File: src/design/bpm_pkg.sv
package bpm_pkg;

	localparam int FIELD_W = 16;

	localparam logic [7:0] CHAR_OPEN    = 8'h5B;
	localparam logic [7:0] CHAR_CLOSE   = 8'h5D;
	localparam logic [7:0] CHAR_NEWLINE = 8'h0A;

	localparam logic OP_CHAR = 1'b0;
	localparam logic OP_END  = 1'b1;

	typedef enum logic [2:0] {
		ST_PAIR      = 3'd0,
		ST_UNMATCHED = 3'd1,
		ST_OPEN_LEFT = 3'd2,
		ST_OVERFLOW  = 3'd3,
		ST_DONE      = 3'd4
	} status_t;

	typedef struct packed {
		logic       operation;
		logic [7:0] symbol;
	} item_t;

	typedef struct packed {
		status_t             status;
		logic [FIELD_W-1:0]  open_index;
		logic [FIELD_W-1:0]  open_line;
		logic [FIELD_W-1:0]  open_column;
		logic [FIELD_W-1:0]  close_index;
		logic [FIELD_W-1:0]  close_line;
		logic [FIELD_W-1:0]  close_column;
		logic [FIELD_W-1:0]  pair_count;
	} result_t;

	typedef struct packed {
		logic push;
		logic pop;
		logic clear;
	} stk_ctrl_t;

	typedef struct packed {
		logic empty;
		logic full;
	} stk_status_t;

endpackage

File: src/design/bpm_cell.sv
module bpm_cell #(
	parameter int ENTRY_W = 48
) (
	input  logic               clk,
	input  logic               push,
	input  logic               pop,
	input  logic [ENTRY_W-1:0] from_above,
	input  logic [ENTRY_W-1:0] from_below,
	output logic [ENTRY_W-1:0] entry
);
	logic [ENTRY_W-1:0] entry_q;

	always_ff @(posedge clk) begin
		priority if (push) begin
			entry_q <= from_above;
		end else if (pop) begin
			entry_q <= from_below;
		end
	end

	assign entry = entry_q;
endmodule

File: src/design/bpm_stack.sv
module bpm_stack #(
	parameter int STACK_DEPTH = 64,
	parameter int ENTRY_W     = 48
) (
	input  logic                  clk,
	input  logic                  arst_n,
	input  bpm_pkg::stk_ctrl_t    ctrl,
	input  logic [ENTRY_W-1:0]    push_entry,
	output logic [ENTRY_W-1:0]    top_entry,
	output bpm_pkg::stk_status_t  status
);
	import bpm_pkg::*;

	localparam int DEPTH_W = $clog2(STACK_DEPTH + 1);

	logic [DEPTH_W-1:0] depth_q;
	logic [ENTRY_W-1:0] chain [STACK_DEPTH];

	always_ff @(posedge clk or negedge arst_n) begin
		if (!arst_n) begin
			depth_q <= '0;
		end else begin
			priority if (ctrl.clear) begin
				depth_q <= '0;
			end else if (ctrl.push) begin
				depth_q <= depth_q + DEPTH_W'(1);
			end else if (ctrl.pop) begin
				depth_q <= depth_q - DEPTH_W'(1);
			end
		end
	end

	for (genvar i = 0; i < STACK_DEPTH; i++) begin : g_cell
		logic [ENTRY_W-1:0] above;
		logic [ENTRY_W-1:0] below;

		if (i == 0) begin : g_head
			assign above = push_entry;
		end else begin : g_body
			assign above = chain[i-1];
		end

		if (i == STACK_DEPTH - 1) begin : g_tail
			assign below = '0;
		end else begin : g_link
			assign below = chain[i+1];
		end

		bpm_cell #(
			.ENTRY_W(ENTRY_W)
		) u_cell (
			.clk       (clk),
			.push      (ctrl.push),
			.pop       (ctrl.pop),
			.from_above(above),
			.from_below(below),
			.entry     (chain[i])
		);
	end

	assign top_entry    = chain[0];
	assign status.empty = (depth_q == '0);
	assign status.full  = (depth_q == DEPTH_W'(STACK_DEPTH));
endmodule

File: config.mk
export PLATFORM = sky130hd
export DESIGN_NAME = bpm_stack
export DESIGN_NICKNAME = d
export VERILOG_FILES = /design/src/design/bpm_pkg.sv /design/src/design/bpm_cell.sv /design/src/design/bpm_stack.sv
export SDC_FILE = /design/constraint.sdc
export NUM_CORES = 2
export LEC_CHECK = 0
export ABC_AREA = 1
export BUFFER_PORTS_ARGS = -buffer_cell sky130_fd_sc_hd__clkbuf_2
export CORE_UTILIZATION = 45
export DETAILED_ROUTE_END_ITERATION = 7
export PLACE_DENSITY_LB_ADDON = 0.25
export SYNTH_ARGS = -nofsm -noshare
export SYNTH_HDL_FRONTEND = slang
export SYNTH_SLANG_ARGS = --single-unit
export TNS_END_PERCENT = 5
File: constraint.sdc
create_clock -name clk -period 1.6 [get_ports clk]
set_clock_uncertainty 0.1 [all_clocks]
set_input_delay 0 -clock clk [delete_from_list [all_inputs] [get_ports clk]]
set_output_delay 0 -clock clk [all_outputs]
set_load 0.02 [all_outputs]
### Word-level counts from Yosys, hierarchy flattened

Index checks and enable logic that the tools add are counted.

* muxes and demuxes: 131
* add/sub/neg operators: 2
* reduce and logical (&&, ||, !) cells: 3
* eq/ne operators: 1

Operators by type and width (count)
* $mux W48: 128
* $mux W7: 3
* $add A7 B1 Y7 const B: 1
* $eq A7 B7 Y1 const B: 1
* $logic_not A7 Y1: 1
* $sub A7 B1 Y7 const B: 1
* $reduce_bool A3 Y1: 1
* $reduce_bool A2 Y1: 1

* bits in registers: 3079
* logic and storage cells: 202

### Longest topological paths before layout

* depth after elaboration: 4
* depth in mapped cells: 15
* gate-level depth less buffers: 9

### By module

A second synthesis with hierarchy kept.

* cells, all modules: 13203
* area, all modules: 133345.4 um2

Modules (own cells, without submodules)
* bpm_cell: times used 64, cells an instance 205, seq. area each 1441.4 um2, area each 2074.5 um2
* bpm_stack: times used 1, cells an instance 83, seq. area each 175.2 um2, area each 578.1 um2

### Worst setup path after synthesis

Ideal clock, no wire load.

* path kind: input to register
* start point: in ctrl[2] (netlist name)
* end point: reg g_cell[0].u_cell.entry_q[0], enable pin
* stages: 5
* library setup time: 3.384 ns
* data arrival time: 59.586 ns
* path buffers: 3
* data required time: -1.884 ns
* path slack: -61.470 ns
* cell sequence: buf_4 -> buf_4 -> buf_4 -> nor2_1 -> inv_1

* cells in the longest elaborated chain, start to end: 1

RTL lines
* start, declared: RTL line bpm_stack.sv:7 `input bpm_pkg::stk_ctrl_t ctrl,`
* $reduce_bool A2 Y1 (no line)
* end signal, assigned: RTL line bpm_cell.sv:15 `entry_q <= from_above;`
* end signal, assigned: RTL line bpm_cell.sv:17 `entry_q <= from_below;`
* end, declared: RTL line bpm_cell.sv:11 `logic [ENTRY_W-1:0] entry_q;`

No other way between the ends.
A chain may end at the register's enable or synchronous reset.

==> flow_summary.ini <==
[sta]
hold_violations = 0
fmax_ghz = 0.455
fin_crit_sh_pct = 137
fin_ws_ns = -0.596
worst_pin_slew_ns = 0.516
fin_crit_ns = 2.20
slew_viol_final = 0
fin_tns_setup_ns = -1.23
rsz0062_at_grt = yes
holdWs_ns = 0.236
setup_viol = 5
slew_headroom_pct = 65.6

[logic_synthesis]
synth_top_cell_by_area = edfxtp_1
synth_top_cells_by_area = edfxtp_1 71%, nand2_1 10%, o21ai_0 7.7%, inv_1 4.3%, o21ai_1 3.2%
ys_async_sr_fraction_pct = 0.227
synth_edf_count = 3072
ys.flop_type = edfxtp_1
ys_ff_latch = 3079
synthesis.area_mm2 = 0.129
synth_warnings = 0
synth_top_area_share_pct = 71.5
synth.distinct_cells = 22
synthCells = 11600
syn_area_per_cell_um2 = 11.1
syn-num-nets = 11700
yosysSeqAreaShare_pct = 71.6

[grt]
grt_max_degree = 135
antenna_found_initial = 5
grt_overflow = 0
track_usage_pct = 15.8
grt_pass1_wl_um = 388000
grt_pass1_vias = 78100

[die]
initial_core_util_pct = 45.3
pin_count = 103
coreArea_mm2 = 0.285
die_w_um = 538
die-area_mm2 = 0.289
die_h_um = 538
rows = 196

[routing]
wl_met3_um = 11300
dr.pass1.iters = 6
wl_per_cell_um = 14.4
drtIter0Drc = 7434
wirelength_um = 228000
dr_wl_met2_um = 101000
drtAntennaViolNets = 0
top_layer_used = met4
vias_per_cell = 5.02
wl_met1_um = 111000
drc = 0
num_vias = 79800

[hold_path]
worstHoldPathType = primary input to flip-flop

[layout]
fin_nets = 12000
area_growth_pct = 14.1
fill_cells = 24500
fin_util_pct = 51.6
drive_above_1_share_pct = 7.87

[worst_setup_path]
crit_path_start_kind = flip-flop
worst_ep_required_time_ns = 1.50
critPathKind = flip-flop to output port
worstPathMaxFanout = 3
endpoint_kind = output port
arrival_ns = 2.10

[cts]
path_clk_slew_ns = 0.06
cts_setup_buffers = 0
cts_buffer_depth = 4
cts.htree.levels = 5
cts_buffers = 316
cts.sinks = 3079
clock_latency_ns = 0.83
cts_root_buf = clkbuf_16
cts_tree = yes

[status]
violations = negative setup slack
outcome = finished with violations

[job]
maxCapViolations = 0

[place]
place_ws_ns = -0.0223
dp.final_hpwl_um = 143000
numPortBuffers = 102
gp_congestion = 0.801

[pwr]
power_density_mw_per_mm2 = 1320
leakage_nw = 59.0
power_mw = 194
ir_drop_uv = 1050
==> synth_stat cells, drive strengths merged, types with 3 or more instances <==
library cell  count
nand2          3500
edfxtp         3072
o21ai          2826
inv            1479
buf             375
clkbuf          302
nand3             9
dfrtp             7
nor2              6
ha                5
a21oi             3
==> kinds of logic (layout without fill, tap and decap cells) <==
group / Yosys count / count (layout) / synth area share [%]
adders and majority gates: 6 / 6 / 0.0640
buffers and inverters: 2156 / 2705 / 7.08
AOI/OAI and AO/OA: 2831 / 2831 / 11.0
other: 0 / 3 / 0
DFF: 3079 / 3079 / 71.6
and+or+nand+nor: 3519 / 3519 / 10.3
xor gates and xnor gates: 1 / 1 / 0.00679
==> registers in the layout, summed over array words and instances (netlist names) <==
register / cells
g_cell.u_cell.entry: 3072
depth_q: 7
==> metal layers <==
| layer | up-vias | GRT usage [%] |
|---|---|---|
| li1 | 39700 | - |
| met1 | 38100 | 23.8 |
| met2 | 1626 | 23.8 |
| met3 | 369 | 2.31 |
| met4 | 0 | 4.14 |
| met5 | - | 0 |
==> path summary, 6_finish.rpt <==
kind / startpoint / end / slack, ns / cells past startpoint
min in group asynchronous: arst_n / depth_q[6] / 0.62 / 4
worst max-delay path: depth_q[0] / status[0] / -0.60 / 5
worst min-delay path: ctrl[2] / g_cell[1].u_cell.entry[47] / 0.24 / 5
worst max register to register: depth_q[0] / depth_q[6] / 0.02 / 9
max in group asynchronous: arst_n / depth_q[4] / 0.48 / 4
worst min register to register: g_cell[63].u_cell.entry[34] / g_cell[62].u_cell.entry[34] / 0.40 / 2
==> metrics by stage <==
stage                     cell area [um^2]  cells
final                               147000  15900
after floorplan                     129000  11600
after detailed placement            136000  15200
after global placement              136000  15200
after CTS                           147000  15900
after global routing                147000  15900
==> worst max-delay path, cell delays in order (launching register included) <==
cell     delay, ns
dfrtp_1       0.39
inv_2         0.08
buf_6         0.10
nand4_1       0.21
nor4_2        0.27
buf_4         0.21
==> repair_timing <==
action                                  4_1_cts  5_1_grt
gates resized for setup                       3       39
hold endpoints to repair                   2205        0
hold buffers                                153        0
gates cloned                                  0        0
endpoints found under the setup margin       31       37
==> placed cells by master (no fill, tap or decap), drive strengths merged, types with 5 or more instances in the layout <==
| master | netlist | layout |
|---|---|---|
| edfxtp | 3072 | 3072 |
| clkinv | 0 | 106 |
| inv | 1479 | 1494 |
| nor2 | 6 | 6 |
| o21ai | 2826 | 2826 |
| ha | 5 | 5 |
| nand2 | 3500 | 3500 |
| nand3 | 9 | 9 |
| dfrtp | 7 | 7 |
| bufinv | 0 | 17 |
| buf | 375 | 450 |
| dlygate4sd3 | 0 | 153 |
| clkbuf | 302 | 477 |
| clkinvlp | 0 | 8 |
==> cell type report <==
class	count	area [um^2]	area share [%]
clock inverters	146	1220	0.829
diodes	3	7.51	0.00510
clock buffers	392	8320	5.65
repair buffers	688	7530	5.11
well taps	3762	4710	3.20
inverters	1479	5570	3.78
flip-flops and latches	3079	92400	62.7
multi-input cells	6357	27500	18.7
==> power breakdown <==
| part | leakage (nW) | internal, mW | switching (mW) | total, mW |
|---|---|---|---|---|
| Sequential | 32.6 | 103 | 4.61 | 108 |
| Combinational | 21.7 | 6.23 | 11.3 | 17.5 |
| Clock | 4.66 | 39.6 | 29.8 | 69.4 |
Note: power is estimated with default switching activity, not from simulation.
